## src/rtl/tofwh_pkg.sv

```systemverilog
`timescale 1ns / 1ps
`default_nettype none
// ----------------------------------------------------------------------------
// tofwh_pkg
// Shared types and constants of the time of flight / wavelength histogram.
// ----------------------------------------------------------------------------
package tofwh_pkg;

   localparam int CsrAddrWidth = 5;

   localparam logic [2:0] REG_BINS_TOF  = 3'd0;
   localparam logic [2:0] REG_BINS_WAVE = 3'd1;
   localparam logic [2:0] REG_TOF_LOW   = 3'd2;
   localparam logic [2:0] REG_TOF_HIGH  = 3'd3;
   localparam logic [2:0] REG_WAVE_LOW  = 3'd4;
   localparam logic [2:0] REG_WAVE_HIGH = 3'd5;
   localparam logic [2:0] REG_USE_WT    = 3'd6;
   localparam logic [2:0] REG_EXCLUSIVE = 3'd7;

   localparam logic [31:0] ONE_Q16   = 32'h0001_0000;
   localparam logic [31:0] COUNT_MAX = 32'hFFFF_FFFF;
   localparam logic [47:0] SUM_MAX   = 48'hFFFF_FFFF_FFFF;

   localparam logic [2:0] DIV_STEPS_LAST = 3'd6;

   typedef struct packed {
      logic [6:0]  bins_tof;
      logic [6:0]  bins_wave;
      logic [31:0] tof_low;
      logic [31:0] tof_high;
      logic [23:0] wave_low;
      logic [23:0] wave_high;
      logic        use_weight;
      logic        exclusive;
   } cfg_type;

   typedef struct packed {
      logic accept;
      logic load;
      logic div_step;
      logic mem_rd;
      logic update;
      logic clr_wr;
   } cmd_type;

   typedef struct packed {
      logic div_last;
      logic clr_last;
      logic out_free;
   } sts_type;

endpackage
`default_nettype wire

```

## src/rtl/tofwh_ctrl.sv

```systemverilog
`timescale 1ns / 1ps
`default_nettype none
// ----------------------------------------------------------------------------
// tofwh_ctrl
// Sequencer: clearing pass, then load, divide, memory read and update.
// ----------------------------------------------------------------------------
module tofwh_ctrl (
   input  wire logic               clock,
   input  wire logic               reset,
   input  wire logic               req_valid,
   output logic                    req_stall,
   input  tofwh_pkg::sts_type      sts,
   output tofwh_pkg::cmd_type      cmd
);
   import tofwh_pkg::*;

   localparam logic [2:0] ST_CLEAR = 3'd0;
   localparam logic [2:0] ST_IDLE  = 3'd1;
   localparam logic [2:0] ST_LOAD  = 3'd2;
   localparam logic [2:0] ST_DIV   = 3'd3;
   localparam logic [2:0] ST_READ  = 3'd4;
   localparam logic [2:0] ST_UPD   = 3'd5;

   logic [2:0] state_ff, state_in;

   assign req_stall = (state_ff != ST_IDLE);

   always_comb begin
      state_in     = state_ff;
      cmd          = '0;
      unique case (state_ff)
         ST_CLEAR: begin
            cmd.clr_wr = 1'b1;
            if (sts.clr_last) state_in = ST_IDLE;
         end
         ST_IDLE: begin
            if (req_valid) begin
               cmd.accept = 1'b1;
               state_in   = ST_LOAD;
            end
         end
         ST_LOAD: begin
            cmd.load = 1'b1;
            state_in = ST_DIV;
         end
         ST_DIV: begin
            cmd.div_step = 1'b1;
            if (sts.div_last) state_in = ST_READ;
         end
         ST_READ: begin
            cmd.mem_rd = 1'b1;
            state_in   = ST_UPD;
         end
         ST_UPD: begin
            // The result waits here until the output register is free.
            if (sts.out_free) begin
               cmd.update = 1'b1;
               state_in   = ST_IDLE;
            end
         end
         default: state_in = ST_IDLE;
      endcase
   end

   always_ff @(posedge clock) begin
      if (reset) begin
         state_ff <= ST_CLEAR;
      end else begin
         state_ff <= state_in;
      end
   end

endmodule
`default_nettype wire

```

## config.mk

```make
export PLATFORM = sky130hd
export DESIGN_NAME = tofwh_ctrl
export DESIGN_NICKNAME = d
export VERILOG_FILES = /design/src/rtl/tofwh_pkg.sv /design/src/rtl/tofwh_ctrl.sv
export SDC_FILE = /design/constraint.sdc
export NUM_CORES = 1
export LEC_CHECK = 0
export ABC_AREA = 1
export BUFFER_PORTS_ARGS = -buffer_cell sky130_fd_sc_hd__buf_2
export CORE_AREA = 2 2 39 41
export CTS_CLUSTER_DIAMETER = 200
export CTS_CLUSTER_SIZE = 30
export DETAILED_ROUTE_END_ITERATION = 6
export DIE_AREA = 0 0 41 43
export SLEW_MARGIN = 0
export SYNTH_ARGS = -nofsm -noshare
export SYNTH_HDL_FRONTEND = slang
export SYNTH_SLANG_ARGS = --single-unit
```

## constraint.sdc

```tcl
create_clock -name clock -period 1.4 [get_ports clock]
set_clock_uncertainty 0.1 [all_clocks]
set_input_delay 0.35 -clock clock [delete_from_list [all_inputs] [get_ports clock]]
set_output_delay 0.35 -clock clock [all_outputs]
set_load 0.05 [all_outputs]
```

==> impl_metrics.ini, run 1 <==
[setup_path]
crit_chain = nor4_4, buf_6
cp_data_required_time_ps = 950
r2r_start = state_ff[2]
end_kind = primary output
cp-start-kind = flip-flop
crit_start = state_ff[1]
max_stage_delay_ps = 370
cpMaxStageDelayCell = dfxtp_4
crit_arrival_ps = 1070
critPathKind = reg -> out
path_max_fanout = 5

[floorplan]
die_h_um = 43
start_util_pct = 18.7
die-area_sq_um = 1760
die_x_um = 41
num_io_pins = 13
placementRows = 14
core-area_sq_um = 1380

[yosys]
synth_cell_types = 15
avgSynthCellArea_sq_um = 5.89
ys_seq_area_share_pct = 23.2
synth_area_sq_um = 259
synth_warnings = 0
syn-num-nets = 50
ys_seq_elements = 3
synthCells = 44

[sta]
setup_viol = 7
period_needed_ps = 1520
fin_crit_sh_pct = 108
clock.fmax_mhz = 659
worstMarginPinSlew_ps = 246
setup_ws_ps = -117
drv_slew = 0
whs_ps = 272
rsz0062_at_grt = yes
hold_viol = 0
relSlewSlack_pct = 83.7

[place]
postPlaceCellArea_sq_um = 428
port_buffers = 12
dp_hpwl_um = 539
globalplace.congestion = 0.671
place_inst = 75

[hold_path]
hp-class = in -> reg
hp-start = reset

[grt]
gr-total-overflow = 0
use_met1_pct = 12.5
busiest_layer = met2
grt_use_met3_pct = 1.57
track_usage_pct = 10.2
grt_pass1_vias = 318
grt_max_degree = 6
met2_usage_pct = 14.1
grt_pass1_wl_mm = 1.18
antenna_found_initial = 0

[drt]
routed_wl_um = 646
drt_pass1_iterations = 1
wl_per_cell_um = 7.88
ant_nets = 0
via_count = 326
drtIter0Drc = 0
via_per_inst = 3.98
drc = 0

[layout]
antennaDiodeCount = 0
largest_register_ffs = 3
area_delta_synth_final_pct = 112
top_regs = state_ff: 3 flops
fin_util_pct = 39.7
top_register = state_ff
final_nets = 73
instances_no_fill = 82
fin_area_sq_um = 549
drive_gt1_share_pct = 68.2

[clock_network]
htree_num_levels = 1
clock_path_buffers = 2
insertion_delay_ps = 240
cts_tree = done
cts-root-buf = clkbuf_4
numCtsBuffers = 3
clk_pin_slew_ps = 40
cts_hold_buf = 0
cts_sinks = 3

[power]
powerDensity_nw_per_um2 = 2460
vdd_drop_max_mv = 0.768
p_leak_nw = 0.264

[outcome]
status = complete, but fails checks
violations = setup timing

[job]
maxCapViolCount = 0
## critical path: cells and delay by family, from the launching register on
kind | cells | cell delay, ps
DFF | 1 | 370
and+or+nand+nor | 1 | 270
buffers and inverters | 1 | 190
## what timing repair did
action,4_1_cts,5_1_grt
pin swaps,4,6
buffers inserted,2,1
hold endpoints to repair,0,0
endpoints found under the setup margin,7,9
gates resized for setup,19,5
## layer usage
metal | vias to the layer above | part of all wire (%)
met1 | 137 | 38
li1 | 179 | -
met5 | - | 0
met2 | 8 | 53
met3 | 2 | 5.1
met4 | 0 | 3.7
## through the flow
stage	setup TNS, ps	total power, W	worst slack, ps
after floorplan	-131	0.000840	-62.2
after global placement	-58.6	0.00101	-54.7
after detailed placement	-62.1	0.00101	-58.1
after CTS	-661	0.00132	-135
after global routing	-858	0.00146	-148
final	-572	0.00135	-117
## power breakdown
group / internal [W] / switching [W]
clock network: 0.000107 / 0.0000454
logic: 0.000378 / 0.000604
registers: 0.000142 / 0.0000761
## cells in the mapped netlist, drive strengths merged
cell	count	area [sq um]
nand2	12	52.6
nor2	12	65.1
inv	10	37.5
dfxtp	3	60.1
nand3	2	15.0
a21oi	1	5.00
nand4	1	6.26
nor4	1	6.26
o21ai	1	5.00
or2	1	6.26
## final timing paths
check | end | slack [ps] | depth (start not counted)
setup reg to reg | state_ff[1] | 110 | 9
hold / removal | state_ff[0] | 270 | 4
setup / recovery | cmd[1] | -120 | 2
hold reg to reg | state_ff[1] | 580 | 3
## cell families after synthesis
family / share of synthesized area [%]
compound gates: 3.86
simple gates: 58.5
buf+inv: 14.5
flops: 23.2
## cell usage in the layout, fill, tap and decap left out, types with 2 or more instances in the layout
cell,synthesis,final
inv_1,7,6
clkbuf_4,0,3
nand2_4,0,2
buf_2,0,6
nor2_2,5,2
buf_6,0,6
inv_4,0,3
nor2_4,1,7
dfxtp_4,0,3
nand2_1,9,6
nor2_1,6,3
buf_4,0,5
nand2_2,3,4
## cell type report
type,instances,area (sq um)
Tap cell,16,20.0
Sequential cell,3,71.3
Inverter,10,50.0
Timing Repair Buffer,18,150
Multi-Input combinational cell,31,231
Clock buffer,4,26.3
Fill cell,150,835
(Power assumes the default switching activity.)
==> run 2: changes to the inputs <==
--- a/config.mk
+++ b/config.mk
@@ -5,13 +5,13 @@
 export SDC_FILE = /design/constraint.sdc
 export NUM_CORES = 1
 export LEC_CHECK = 0
-export ABC_AREA = 1
-export BUFFER_PORTS_ARGS = -buffer_cell sky130_fd_sc_hd__buf_2
 export CORE_AREA = 2 2 39 41
 export CTS_CLUSTER_DIAMETER = 200
 export CTS_CLUSTER_SIZE = 30
 export DETAILED_ROUTE_END_ITERATION = 6
 export DIE_AREA = 0 0 41 43
+export DONT_BUFFER_PORTS = 1
+export SKIP_LAST_GASP = 1
 export SLEW_MARGIN = 0
 export SYNTH_ARGS = -nofsm -noshare
 export SYNTH_HDL_FRONTEND = slang
==> impl_metrics.ini, run 2 <==
[clock_network]
cts_tree = done
numCtsBuffers = 3
clock_path_buffers = 2
clk_pin_slew_ps = 40
cts_sinks = 3
cts_hold_buf = 0
htree_num_levels = 1
insertion_delay_ps = 230
cts-root-buf = clkbuf_4

[setup_path]
max_stage_delay_ps = 350
crit_family = flip-flops
cpMaxStageDelayCell = dfxtp_4
path_max_fanout = 4
end_kind = primary output
r2r_start = state_ff[1]
crit_chain = buf_6, nor3_4, buf_12
critPathKind = reg -> out
path_buf_inv = 2
crit_start = state_ff[1]
cp-start-kind = flip-flop
cp_data_required_time_ps = 950
crit_arrival_ps = 1070

[sta]
fin_crit_sh_pct = 109
worstMarginPinSlew_ps = 180
drv_slew = 0
relSlewSlack_pct = 87.9
setup_ws_ps = -120
setup_viol = 7
period_needed_ps = 1520
clock.fmax_mhz = 658
hold_viol = 0
rsz0062_at_grt = yes

[layout]
largest_register_ffs = 3
top_register = state_ff
area_delta_synth_final_pct = 173
layout_commonest_cell = buf_12
drive_gt1_share_pct = 69.0
top_regs = state_ff: 3 flops
final_nets = 49
antennaDiodeCount = 0
instances_no_fill = 58
layout_common_cells = buf_12 (7), nor2_4 (4), nand2_1 (4), buf_6 (4), clkbuf_4 (3)

[yosys]
synth_top_area_share_pct = 32.9
syn-num-nets = 32
synth_cell_types = 13
synth_common_cells = nor2_1 (5), nand2_1 (4), dfxtp_1 (3), nor3_1 (3)
synth_edf_count = 0
synth_warnings = 0
ys_seq_area_share_pct = 32.9
ys_seq_elements = 3
ys.flop_type = dfxtp_1
yosysMostFrequentCell = nor2_1
avgSynthCellArea_sq_um = 7.03
synth_area_sq_um = 183
yosys-top-cells-area = dfxtp_1 (33%), nor2_1 (10%), nor3_1 (8.2%)
yosysTopAreaCell = dfxtp_1
synthCells = 26
synth-async-reset-ratio_pct = 0

[drt]
via_count = 232
drt_pass1_iterations = 1
routed_wl_um = 556
drtIter0Drc = 0
ant_nets = 0
wl_per_cell_um = 9.59
via_per_inst = 4.00
drc = 0

[place]
place_inst = 52
dp_hpwl_um = 434
port_buffers = 0
dp_slack_ps = 101
globalplace.congestion = 0.654

[power]
switching_share_pct = 34.2
vdd_drop_max_mv = 0.353
combPwrFrac_pct = 44.9
power.share.clock_pct = 33.2
internal_power_w = 0.000300
power.switching_w = 0.000156
power.total_w = 0.000456
p_leak_nw = 0.196
pwr-share-seq_pct = 21.9
powerDensity_nw_per_um2 = 916

[grt]
gr-total-overflow = 0
antenna_found_initial = 0
grt_max_degree = 7
grt_pass1_vias = 250
track_usage_pct = 8.32
grt_pass1_wl_um = 959

[hold_path]
hp-start = reset
hp-class = in -> reg

[outcome]
status = complete, but fails checks
violations = setup timing

[floorplan]
die_x_um = 41
die-area_sq_um = 1760
start_util_pct = 13.2
core-area_sq_um = 1380
placementRows = 14
die_h_um = 43
num_io_pins = 13

[job]
maxCapViolCount = 0
run 2: cell types whose count changed after synthesis, sizes merged, moves of 2 or more:
cell,previous run,this run
nand2,12,4
nand3,2,0
nand2b,0,2
nor2,12,6
nor3,0,3
inv,10,1
run 2: logic make-up after synthesis:
logic type | Yosys count | share of synthesized area [%]
compound gates | 5 | 20.5
buf+inv | 2 | 4.79
flops | 3 | 32.9
simple gates | 16 | 41.8
run 2: path summary, 6_finish.rpt:
check	depth (start not counted)	end	slack, ps
worst min-delay path	1	state_ff[0]	70
worst max register to register	4	state_ff[2]	360
worst min register to register	1	state_ff[1]	380
worst max-delay path	3	cmd[5]	-120
run 2: repair_timing:
action,4_1_cts,5_1_grt
setup endpoints to repair,7,7
pin swaps,3,4
gates resized for setup,5,11
buffers inserted,0,2
run 2: layout make-up:
cell class                      count  area [sq um]
Clock buffer                        4          26.3
Tap cell                           16          20.0
Fill cell                         151           886
Inverter                            1          3.75
Timing Repair Buffer               13           200
Multi-Input combinational cell     21           181
Sequential cell                     3          66.3
run 2: power by group through the flow:
stage	logic, W	registers [W]	clock network [W]
after global routing	0.000215	0.000101	0.000167
after floorplan	0.0000962	0.000100	0
after CTS	0.000183	0.0000991	0.000159
final	0.000205	0.0000998	0.000151
after global placement	0.000176	0.0000981	0
after detailed placement	0.000177	0.0000984	0
run 2: through the flow:
step / setup TNS (ps) / util [%] / hold slack [ps] / cell area [sq um]
global route: -929 / 36.0 / 55.2 / 498
detailed placement: 0 / 28.9 / 318 / 400
finish: -596 / 36.0 / 69.3 / 498
floorplan: -532 / - / 315 / 215
CTS: -859 / 31.8 / 60.7 / 440
global placement: 0 / 28.9 / 316 / 400
run 2: layer usage:
metal | part of all wire [%] | global-route usage [%] | vias to the layer above | wire (um)
met3 | 9.5 | 4.71 | 0 | 53
met4 | 0 | 6.00 | 0 | 0
met5 | 0 | 0 | - | 0
met1 | 27 | 7.67 | 106 | 150
met2 | 63 | 12.8 | 7 | 352
li1 | - | - | 119 | -
