==> src/rtl/tofwh_pkg.sv <==
`timescale 1ns / 1ps
`default_nettype none
// ----------------------------------------------------------------------------
// tofwh_pkg
// Shared types and constants of the time of flight / wavelength histogram.
// ----------------------------------------------------------------------------
package tofwh_pkg;

   localparam int CsrAddrWidth = 5;

   localparam logic [2:0] REG_BINS_TOF  = 3'd0;
   localparam logic [2:0] REG_BINS_WAVE = 3'd1;
   localparam logic [2:0] REG_TOF_LOW   = 3'd2;
   localparam logic [2:0] REG_TOF_HIGH  = 3'd3;
   localparam logic [2:0] REG_WAVE_LOW  = 3'd4;
   localparam logic [2:0] REG_WAVE_HIGH = 3'd5;
   localparam logic [2:0] REG_USE_WT    = 3'd6;
   localparam logic [2:0] REG_EXCLUSIVE = 3'd7;

   localparam logic [31:0] ONE_Q16   = 32'h0001_0000;
   localparam logic [31:0] COUNT_MAX = 32'hFFFF_FFFF;
   localparam logic [47:0] SUM_MAX   = 48'hFFFF_FFFF_FFFF;

   localparam logic [2:0] DIV_STEPS_LAST = 3'd6;

   typedef struct packed {
      logic [6:0]  bins_tof;
      logic [6:0]  bins_wave;
      logic [31:0] tof_low;
      logic [31:0] tof_high;
      logic [23:0] wave_low;
      logic [23:0] wave_high;
      logic        use_weight;
      logic        exclusive;
   } cfg_type;

   typedef struct packed {
      logic accept;
      logic load;
      logic div_step;
      logic mem_rd;
      logic update;
      logic clr_wr;
   } cmd_type;

   typedef struct packed {
      logic div_last;
      logic clr_last;
      logic out_free;
   } sts_type;

endpackage
`default_nettype wire

==> src/rtl/tofwh_csr.sv <==
`timescale 1ns / 1ps
`default_nettype none
// ----------------------------------------------------------------------------
// tofwh_csr
// Configuration registers behind the APB-style port.
// ----------------------------------------------------------------------------
module tofwh_csr (
   input  wire logic                                 clock,
   input  wire logic                                 reset,
   input  wire logic                                 csr_psel,
   input  wire logic                                 csr_penable,
   input  wire logic                                 csr_pwrite,
   input  wire logic [tofwh_pkg::CsrAddrWidth-1:0]   csr_paddr,
   input  wire logic [31:0]                          csr_pwdata,
   output logic      [31:0]                          csr_prdata,
   output logic                                      csr_pready,
   output tofwh_pkg::cfg_type                        cfg
);
   import tofwh_pkg::*;

   cfg_type    cfg_ff, cfg_in;
   logic [2:0] idx;

   assign idx        = csr_paddr[4:2];
   assign csr_pready = 1'b1;
   assign cfg        = cfg_ff;

   always_comb begin
      cfg_in = cfg_ff;
      if (csr_psel && csr_penable && csr_pwrite) begin
         unique case (idx)
            REG_BINS_TOF:  cfg_in.bins_tof  = csr_pwdata[6:0];
            REG_BINS_WAVE: cfg_in.bins_wave = csr_pwdata[6:0];
            REG_TOF_LOW:   cfg_in.tof_low   = csr_pwdata;
            REG_TOF_HIGH:  cfg_in.tof_high  = csr_pwdata;
            REG_WAVE_LOW:  cfg_in.wave_low  = csr_pwdata[23:0];
            REG_WAVE_HIGH: cfg_in.wave_high = csr_pwdata[23:0];
            REG_USE_WT:    cfg_in.use_weight = csr_pwdata[0];
            REG_EXCLUSIVE: cfg_in.exclusive = csr_pwdata[0];
            default:       cfg_in = cfg_ff;
         endcase
      end
   end

   always_comb begin
      unique case (idx)
         REG_BINS_TOF:  csr_prdata = {25'd0, cfg_ff.bins_tof};
         REG_BINS_WAVE: csr_prdata = {25'd0, cfg_ff.bins_wave};
         REG_TOF_LOW:   csr_prdata = cfg_ff.tof_low;
         REG_TOF_HIGH:  csr_prdata = cfg_ff.tof_high;
         REG_WAVE_LOW:  csr_prdata = {8'd0, cfg_ff.wave_low};
         REG_WAVE_HIGH: csr_prdata = {8'd0, cfg_ff.wave_high};
         REG_USE_WT:    csr_prdata = {31'd0, cfg_ff.use_weight};
         REG_EXCLUSIVE: csr_prdata = {31'd0, cfg_ff.exclusive};
         default:       csr_prdata = 32'd0;
      endcase
   end

   always_ff @(posedge clock) begin
      if (reset) begin
         cfg_ff <= '{bins_tof: 7'd1, bins_wave: 7'd1, tof_low: 32'd0, tof_high: 32'd0,
                     wave_low: 24'd0, wave_high: 24'd0, use_weight: 1'b1,
                     exclusive: 1'b0};
      end else begin
         cfg_ff <= cfg_in;
      end
   end

endmodule
`default_nettype wire

==> config.mk <==
export PLATFORM = sky130hd
export DESIGN_NAME = tofwh_csr
export DESIGN_NICKNAME = d
export VERILOG_FILES = /design/src/rtl/tofwh_pkg.sv /design/src/rtl/tofwh_csr.sv
export SDC_FILE = /design/constraint.sdc
export NUM_CORES = 1
export LEC_CHECK = 0
export BUFFER_PORTS_ARGS = -buffer_cell sky130_fd_sc_hd__buf_2
export CORE_MARGIN = 4
export CORE_UTILIZATION = 25
export DETAILED_ROUTE_END_ITERATION = 8
export SLEW_MARGIN = 20
export SYNTH_ARGS = -nofsm -noshare
export SYNTH_HDL_FRONTEND = slang
export SYNTH_SLANG_ARGS = --single-unit
==> constraint.sdc <==
create_clock -name clock -period 2.4 [get_ports clock]
set_clock_uncertainty 0.05 [all_clocks]
set_input_delay 0 -clock clock [delete_from_list [all_inputs] [get_ports clock]]
set_output_delay 0 -clock clock [all_outputs]
set_load 0.03 [all_outputs]
==> metrics.json, run 1 <==
{
  "outcome": "finished, final reports clean",
  "power_density_nw_per_um2": 710,
  "yosys.cell_count.top_type": "sky130_fd_sc_hd__nand2_1",
  "setup_tns_ps": 0,
  "ctsHoldBuffers": 33,
  "globalplace.congestion": 0.781,
  "num-nets-final": 975,
  "worst_ep_required_time_ps": 2350,
  "synthesis.yosys.warnings": 0,
  "async_flop_share_pct": 0,
  "period_minus_slack_ps": 1640,
  "num_vias": 5707,
  "clock-sinks": 128,
  "ant_nets": 0,
  "area_growth_syn_to_layout_pct": 41.7,
  "nFillCells": 2264,
  "ys_top_cells_by_count": "249 x sky130_fd_sc_hd__nand2_1, 142 x sky130_fd_sc_hd__a21oi_1, 128 x sky130_fd_sc_hd__dfxtp_1",
  "pin_count": 203,
  "worst_hold_path_type": "in -> reg",
  "post_drt_via_cell_ratio": 4.65,
  "finalWirelength_microns": 20200,
  "switching_power_mw": 1.24,
  "cts_buffer_depth": 2,
  "drt_drc_violations_left": 0,
  "place_hpwl_microns": 13500,
  "power.static_leakage_nw": 3.30,
  "netlist-cell-type-count": 29,
  "slew_headroom_pct": 59.5,
  "final-max-slew-violation-count": 0,
  "cts_tree": "yes",
  "postSynthAreaPerCell_sq_um": 7.65,
  "grt_remaining_overflow": 0,
  "finalSetupViolations": 0,
  "final_core_utilization_pct": 35.9,
  "core.rowCount": 54,
  "synthesis.nets": 762,
  "cell_area_synth_sq_um": 5510,
  "placed_cells_incl_taps": 1161,
  "whs_ps": 74.3,
  "synth-edff-count": 0,
  "clock.fmax_mhz": 610,
  "seqPwrFrac_pct": 38.9,
  "diodes": 0,
  "drive_above_1_share_pct": 27.3,
  "core_sq_um": 21800,
  "setup.worst_path.class": "in -> out",
  "postCtsSetupRepairBufs": 0,
  "p_clk_share_pct": 54.2,
  "synth_flop_cell": "sky130_fd_sc_hd__dfxtp_1",
  "cp-start-kind": "input port",
  "post-synth-top-area-cell": "sky130_fd_sc_hd__dfxtp_1",
  "first_pass_iters": 5,
  "synth_seq_area_share_pct": 46.5,
  "synth_top_area_share_pct": 46.5,
  "setup.worst_path.end_class": "primary output",
  "worst_slew_pin_slew_ps": 604,
  "netlist_top_cells_area": "sky130_fd_sc_hd__dfxtp_1 46%, sky130_fd_sc_hd__nand2_1 17%, sky130_fd_sc_hd__a21oi_1 13%",
  "dieHeight_microns": 156,
  "layoutNonFillerInstCount": 1226,
  "worst_skew_late_latency_ps": 410,
  "cellInternalPower_mw": 4.31,
  "pin_count_of_the_biggest_net_entering_global_routing": 62,
  "grt_pass1_vias": 5529,
  "hold_viol_final": 0,
  "power.ir.vdd_worst_mv": 0.422,
  "comb_power_share_pct": 7.0,
  "syn-instance-count": 720,
  "ys_ff_latch": 128,
  "worst_setup_hold_path_clk_slew_ps": 60,
  "route.detailed.wl_per_inst_microns": 16.5,
  "total_of_cells_resized_after_clock_tree_synthesis": 0,
  "dr.first_iter.drc_count": 400,
  "critical_path_arrival_ps": 1590,
  "switching_share_pct": 22.3,
  "grt_setup_unrepaired": "no",
  "cap_viol_max_count": 0,
  "place.port_buffers": 199,
  "crit_fanout": 26,
  "cts_root_buffer": "sky130_fd_sc_hd__clkbuf_16",
  "grt_pass1_wl_microns": 31100,
  "start_util_pct": 25.3,
  "largest_register_ff_count": 128,
  "antenna_found_initial": 0,
  "regArea_sq_um": 2560,
  "layout_worst_path_cycle_share_pct": 68.3,
  "power_total_mw": 5.54,
  "cts_inserted_buffers": 17,
  "multi_input_area_sq_um": 2680,
  "cts.htree.levels": 4,
  "die_width_microns": 156,
  "fp.dieArea_sq_um": 24500,
  "grt_usage_pct": 16.3
}
[final cells by class]
type | count | area share [%]
Clock buffer | 22 | 6.07
Clock inverter | 10 | 2.63
Inverter | 2 | 0.0961
Multi-Input combinational cell | 531 | 34.4
Sequential cell | 128 | 32.8
Tap cell | 280 | 4.49
Timing Repair Buffer | 253 | 19.5
[power by group through the flow]
stage	Combinational, mW	Clock, mW	Sequential (mW)
2_1_floorplan	0.173	0	2.23
3_3_place_gp	0.342	0	2.20
3_5_place_dp	0.344	0	2.20
4_1_cts	0.386	3.07	2.15
5_1_grt	0.417	3.16	2.16
6_report	0.386	3.00	2.15
[per-layer routing]
metal	GRT usage, %	up-vias	part of all wire, %
met4	4.55	0	1.1
met1	22.0	2666	46
met5	0	-	0
met3	3.57	14	5.7
li1	-	2826	-
met2	26.3	201	47
[cell families (layout without fill, tap and decap cells)]
logic type	Yosys count	in the layout	share of synthesized area, %
DFF	128	128	46.5
other	1	1	0.0680
muxes	50	50	9.10
buffers and inverters	61	287	5.11
and+or+nand+nor	302	302	22.2
AOI/OAI and AO/OA	178	178	17.0
[layout by cell type, fill, tap and decap left out, types with 4 or more instances in the layout]
| master | Yosys | layout |
|---|---|---|
| sky130_fd_sc_hd__clkbuf_16 | 0 | 17 |
| sky130_fd_sc_hd__mux2i_1 | 49 | 49 |
| sky130_fd_sc_hd__buf_4 | 1 | 20 |
| sky130_fd_sc_hd__o22ai_1 | 20 | 20 |
| sky130_fd_sc_hd__buf_2 | 39 | 197 |
| sky130_fd_sc_hd__dlygate4sd3_1 | 0 | 33 |
| sky130_fd_sc_hd__nand2_1 | 249 | 249 |
| sky130_fd_sc_hd__dfxtp_1 | 128 | 128 |
| sky130_fd_sc_hd__nor2_1 | 22 | 22 |
| sky130_fd_sc_hd__a211oi_1 | 4 | 4 |
| sky130_fd_sc_hd__o21ai_0 | 7 | 7 |
| sky130_fd_sc_hd__a21oi_1 | 142 | 142 |
| sky130_fd_sc_hd__nand2b_1 | 8 | 8 |
| sky130_fd_sc_hd__bufinv_16 | 0 | 6 |
[path summary, 6_finish.rpt]
kind / start / to / slack [ps] / cells past startpoint
max: csr_paddr[2] / csr_prdata[0] / 760 / 7
min: csr_pwrite / cfg[0] / 70 / 5
min reg2reg: cfg[81] / cfg[81] / 420 / 2
max reg2reg: cfg[120] / cfg[120] / 1650 / 2
[worst max-delay path, cell delays in order]
cell and delay, ps:
sky130_fd_sc_hd__buf_4 220, sky130_fd_sc_hd__buf_4 430, sky130_fd_sc_hd__nand2b_1 240, sky130_fd_sc_hd__o22ai_1 240, sky130_fd_sc_hd__a31oi_1 60, sky130_fd_sc_hd__a21oi_1 180
sky130_fd_sc_hd__buf_2 210
[metrics by stage]
stage                     worst slack, ps  area [sq um]
after CTS                             764          7810
final                                 761          7810
after global routing                  629          7810
after global placement                580          6800
after detailed placement              569          6800
after floorplan                      1040          5510
Power figures use the tool's default switching activity.
==> run 2: changes to the inputs <==
- ABC_AREA: default -> 1
- clock period: 2.4 -> 1.65 ns (I/O delays scaled with it)
==> run 2 against run 1 <==
Net effect:
- power is 49% higher
- non-clock buffer count is 3 higher
- flip-flop and latch count stayed put
- register-to-register slack worse by 730 ps
- wire length is 15% higher
- first-iteration DRC count is 6.5% lower
- worst setup slack worse by 530 ps
- global-route usage is 1.5 points higher
- clock power is 46% higher
- synthesized cell count is 12% higher
- critical path depth is 2 lower
- final cell count is 6.7% higher
==> metrics.json, run 2 <==
{
  "worst_setup_hold_path_clk_slew": {"value": 60, "unit": "ps", "change": "about the same"},
  "post-synth-top-area-cell": "sky130_fd_sc_hd__dfxtp_1",
  "post_drt_via_cell_ratio": {"value": 4.96, "change": "+6.5%"},
  "worstReg2RegEnd": "cfg[18]",
  "setup_tns": {"value": 0, "unit": "ps", "change": "unchanged"},
  "dr.first_iter.drc_count": {"value": 374, "change": "-6.5%"},
  "cts_buffer_depth": {"value": 2, "change": "unchanged"},
  "final_core_utilization": {"value": 35.6, "unit": "%", "change": "-0.35 points"},
  "dr_wl_met2": {"value": 10500, "unit": "microns", "change": "+11%"},
  "layout_common_cells": "199 x sky130_fd_sc_hd__buf_2, 154 x sky130_fd_sc_hd__nor2_1, 128 x sky130_fd_sc_hd__dfxtp_1",
  "first_pass_iters": {"value": 6, "change": "+1"},
  "power.static_leakage": {"value": 3.68, "unit": "nW", "change": "+12%"},
  "diodes": {"value": 0, "change": "unchanged"},
  "cap_viol_max_count": {"value": 0, "change": "unchanged"},
  "netlist-cell-type-count": {"value": 22, "change": "-24%"},
  "grt_usage": {"value": 17.8, "unit": "%", "change": "+1.5 points"},
  "clock-sinks": {"value": 128, "change": "unchanged"},
  "synthesis.nets": {"value": 848, "change": "+11%"},
  "met1_length": {"value": 10500, "unit": "microns", "change": "+13%"},
  "ys_top_cells_by_count": "154 x sky130_fd_sc_hd__nor2_1, 128 x sky130_fd_sc_hd__dfxtp_1, 117 x sky130_fd_sc_hd__o21ai_0",
  "hold_viol_final": {"value": 0, "change": "unchanged"},
  "pin_count_of_the_biggest_net_entering_global_routing": {"value": 129, "change": "+110%"},
  "clock.fmax_mhz": 706,
  "ys_ff_latch": {"value": 128, "change": "unchanged"},
  "synth_flop_cell": "sky130_fd_sc_hd__dfxtp_1",
  "postSynthAreaPerCell": {"value": 7.12, "unit": "sq um", "change": "-7.0%"},
  "antenna_found_initial": {"value": 0, "change": "unchanged"},
  "finalSetupViolations": {"value": 0, "change": "unchanged"},
  "start_util": {"value": 25.3, "unit": "%", "change": "about the same"},
  "synthesis.yosys.warnings": {"value": 0, "change": "unchanged"},
  "ant_nets": {"value": 0, "change": "unchanged"},
  "setup.worst_path.end_class": "primary output",
  "num_vias": {"value": 6484, "change": "+14%"},
  "worst_setup_path_endpoint": "csr_prdata[2]",
  "synth-edff-count": {"value": 0, "change": "unchanged"},
  "place.port_buffers": {"value": 199, "change": "unchanged"},
  "final-max-slew-violation-count": {"value": 0, "change": "unchanged"},
  "slew_headroom": {"value": 27.8, "unit": "%", "change": "-32 points"},
  "core.rowCount": {"value": 55, "change": "+1.9%"},
  "route.detailed.wl_per_inst": {"value": 17.7, "unit": "microns", "change": "+7.6%"},
  "synth_top_area_share": {"value": 44.7, "unit": "%", "change": "-1.8 points"},
  "cts.htree.levels": {"value": 4, "change": "unchanged"},
  "synth_seq_area_share": {"value": 44.7, "unit": "%", "change": "-1.8 points"},
  "drt_drc_violations_left": {"value": 0, "change": "unchanged"},
  "grt_pass1_vias": {"value": 6218, "change": "+12%"},
  "nFillCells": {"value": 2389, "change": "+5.5%"},
  "num-nets-final": {"value": 1052, "change": "+7.9%"},
  "layout.cells.most_common": "sky130_fd_sc_hd__buf_2",
  "yosys.cell_count.top_type": "sky130_fd_sc_hd__nor2_1",
  "cts_tree": "yes",
  "setup.worst_path.class": "reg -> out",
  "crit_fanout": {"value": 3, "change": "-88%"},
  "dieHeight": {"value": 160, "unit": "microns", "change": "+1.9%"},
  "dr.max_layer_used": "met4",
  "timing.reg2reg.setup_slack": {"value": 920, "unit": "ps", "change": "-730 ps"},
  "power_density": {"value": 1030, "unit": "nW/um^2", "change": "+45%"},
  "finalWirelength": {"value": 23200, "unit": "microns", "change": "+15%"},
  "core": {"value": 22600, "unit": "sq um", "change": "+4.1%"},
  "cts_inserted_buffers": {"value": 17, "change": "unchanged"},
  "cts_root_buffer": "sky130_fd_sc_hd__clkbuf_16",
  "cp-start-kind": "register",
  "cell_area_synth": {"value": 5740, "unit": "sq um", "change": "+4.1%"},
  "crit-reg2reg-launch": "cfg[18]",
  "worst_slew_pin_slew": {"value": 1080, "unit": "ps", "change": "+478 ps"},
  "grt_setup_unrepaired": "no",
  "pin_count": {"value": 203, "change": "unchanged"},
  "place_hpwl": {"value": 14900, "unit": "microns", "change": "+10%"},
  "worstRegToRegCells": {"value": 2, "change": "unchanged"},
  "async_flop_share": {"value": 0, "unit": "%", "change": "unchanged"},
  "area_growth_syn_to_layout_pct": 40.3,
  "grt_pass1_wl": {"value": 36200, "unit": "microns", "change": "+16%"},
  "fp.dieArea": {"value": 25400, "unit": "sq um", "change": "+3.9%"},
  "syn-instance-count": {"value": 806, "change": "+12%"},
  "globalplace.congestion": {"value": 0.823, "change": "+5.4%"},
  "power.ir.vdd_worst": {"value": 0.534, "unit": "mV", "change": "+27%"},
  "worst_ep_required_time": {"value": 1600, "unit": "ps", "change": "-750 ps"},
  "die_width": {"value": 160, "unit": "microns", "change": "+1.9%"},
  "layout_worst_path_cycle_share_pct": 85.8,
  "largest_register_ff_count": {"value": 128, "change": "unchanged"},
  "period_minus_slack_ps": 1420,
  "met3_length": {"value": 1540, "unit": "microns", "change": "+34%"},
  "outcome": "finished, final reports clean",
  "netlist_top_cells_area": "sky130_fd_sc_hd__dfxtp_1 45%, sky130_fd_sc_hd__o21ai_0 10%, sky130_fd_sc_hd__nor2_1 10%",
  "worst_skew_late_latency": {"value": 400, "unit": "ps", "change": "about the same"},
  "critical_path_arrival": {"value": 1370, "unit": "ps", "change": "-220 ps"},
  "total_of_cells_resized_after_clock_tree_synthesis": {"value": 0, "change": "unchanged"},
  "worstSetupStartpoint": "cfg[4]",
  "grt_remaining_overflow": {"value": 0, "change": "unchanged"},
  "drive_above_1_share": {"value": 26.9, "unit": "%", "change": "-0.39 points"},
  "worst_hold_path_type": "in -> reg"
}
==> run 2: worst min-delay path by stage <==
stage                   start       end  cells after the start
2_1_floorplan   csr_pwdata[1]  cfg[115]                      2
3_3_place_gp   csr_pwdata[27]  cfg[109]                      3
3_5_place_dp   csr_pwdata[27]  cfg[109]                      3
4_1_cts                 reset  cfg[121]                      4
5_1_grt          csr_paddr[4]    cfg[0]                      5
6_report                reset   cfg[81]                      5
==> run 2: worst max-delay path, cell delays in order (launching register included) <==
cell and delay, ps:
sky130_fd_sc_hd__dfxtp_1 390, sky130_fd_sc_hd__inv_1 50, sky130_fd_sc_hd__o21ai_0 150, sky130_fd_sc_hd__inv_1 70
sky130_fd_sc_hd__nand3_1 100, sky130_fd_sc_hd__buf_2 200
==> run 2: cell families (layout without fill, tap and decap cells) <==
kind of cell / count (synthesis) / count (layout) / synth area share, %
simple gates: 430 / 430 / 35.2
compound gates: 140 / 140 / 12.3
flops: 128 / 128 / 44.7
buf+inv: 107 / 324 / 7.78
other cells: 1 / 1 / 0.0654
==> run 2: area by class of cell <==
type / instances / area [sq um] / area share [%]
inverters: 36 / 135 / 1.68
multi-input cells: 571 / 2740 / 34.1
well taps: 285 / 357 / 4.43
clock inverters: 12 / 230 / 2.86
flip-flops and latches: 128 / 2560 / 31.8
clock buffers: 20 / 457 / 5.67
repair buffers: 256 / 1570 / 19.5
==> run 2: power by group <==
| group | internal (mW) | leakage (nW) | switching (mW) | total [mW] |
|---|---|---|---|---|
| Clock | 2.93 | 0.327 | 1.46 | 4.39 |
| Sequential | 3.13 | 1.03 | 0.0317 | 3.16 |
| Combinational | 0.204 | 2.32 | 0.494 | 0.698 |
| Total | 6.27 | 3.68 | 1.99 | 8.25 |
==> run 2: per-stage QoR <==
step / cells / setup WS, ps / hold slack, ps / area [sq um] / power [mW]
after floorplan: 806 / 335 / 84.9 / 5740 / 3.58
after CTS: 1308 / 229 / 74.3 / 8050 / 8.33
after global routing: 1308 / 119 / 97.0 / 8050 / 8.53
after detailed placement: 1244 / 113 / 203 / 7040 / 3.87
final: 1308 / 234 / 97.6 / 8050 / 8.25
after global placement: 1244 / 135 / 199 / 7040 / 3.87
==> run 2: metal layers <==
layer	global-route usage, %	up-vias
met5	0	-
met4	6.27	0
met3	4.66	28
met2	28.1	254
met1	23.6	3022
li1	-	3180
==> run 2: what timing repair did <==
item / 4_1_cts / 5_1_grt
setup endpoints to repair: 0 / 0
buffers inserted: 0 / 0
endpoints found under the hold margin: 128 / 0
hold buffers: 32 / 0
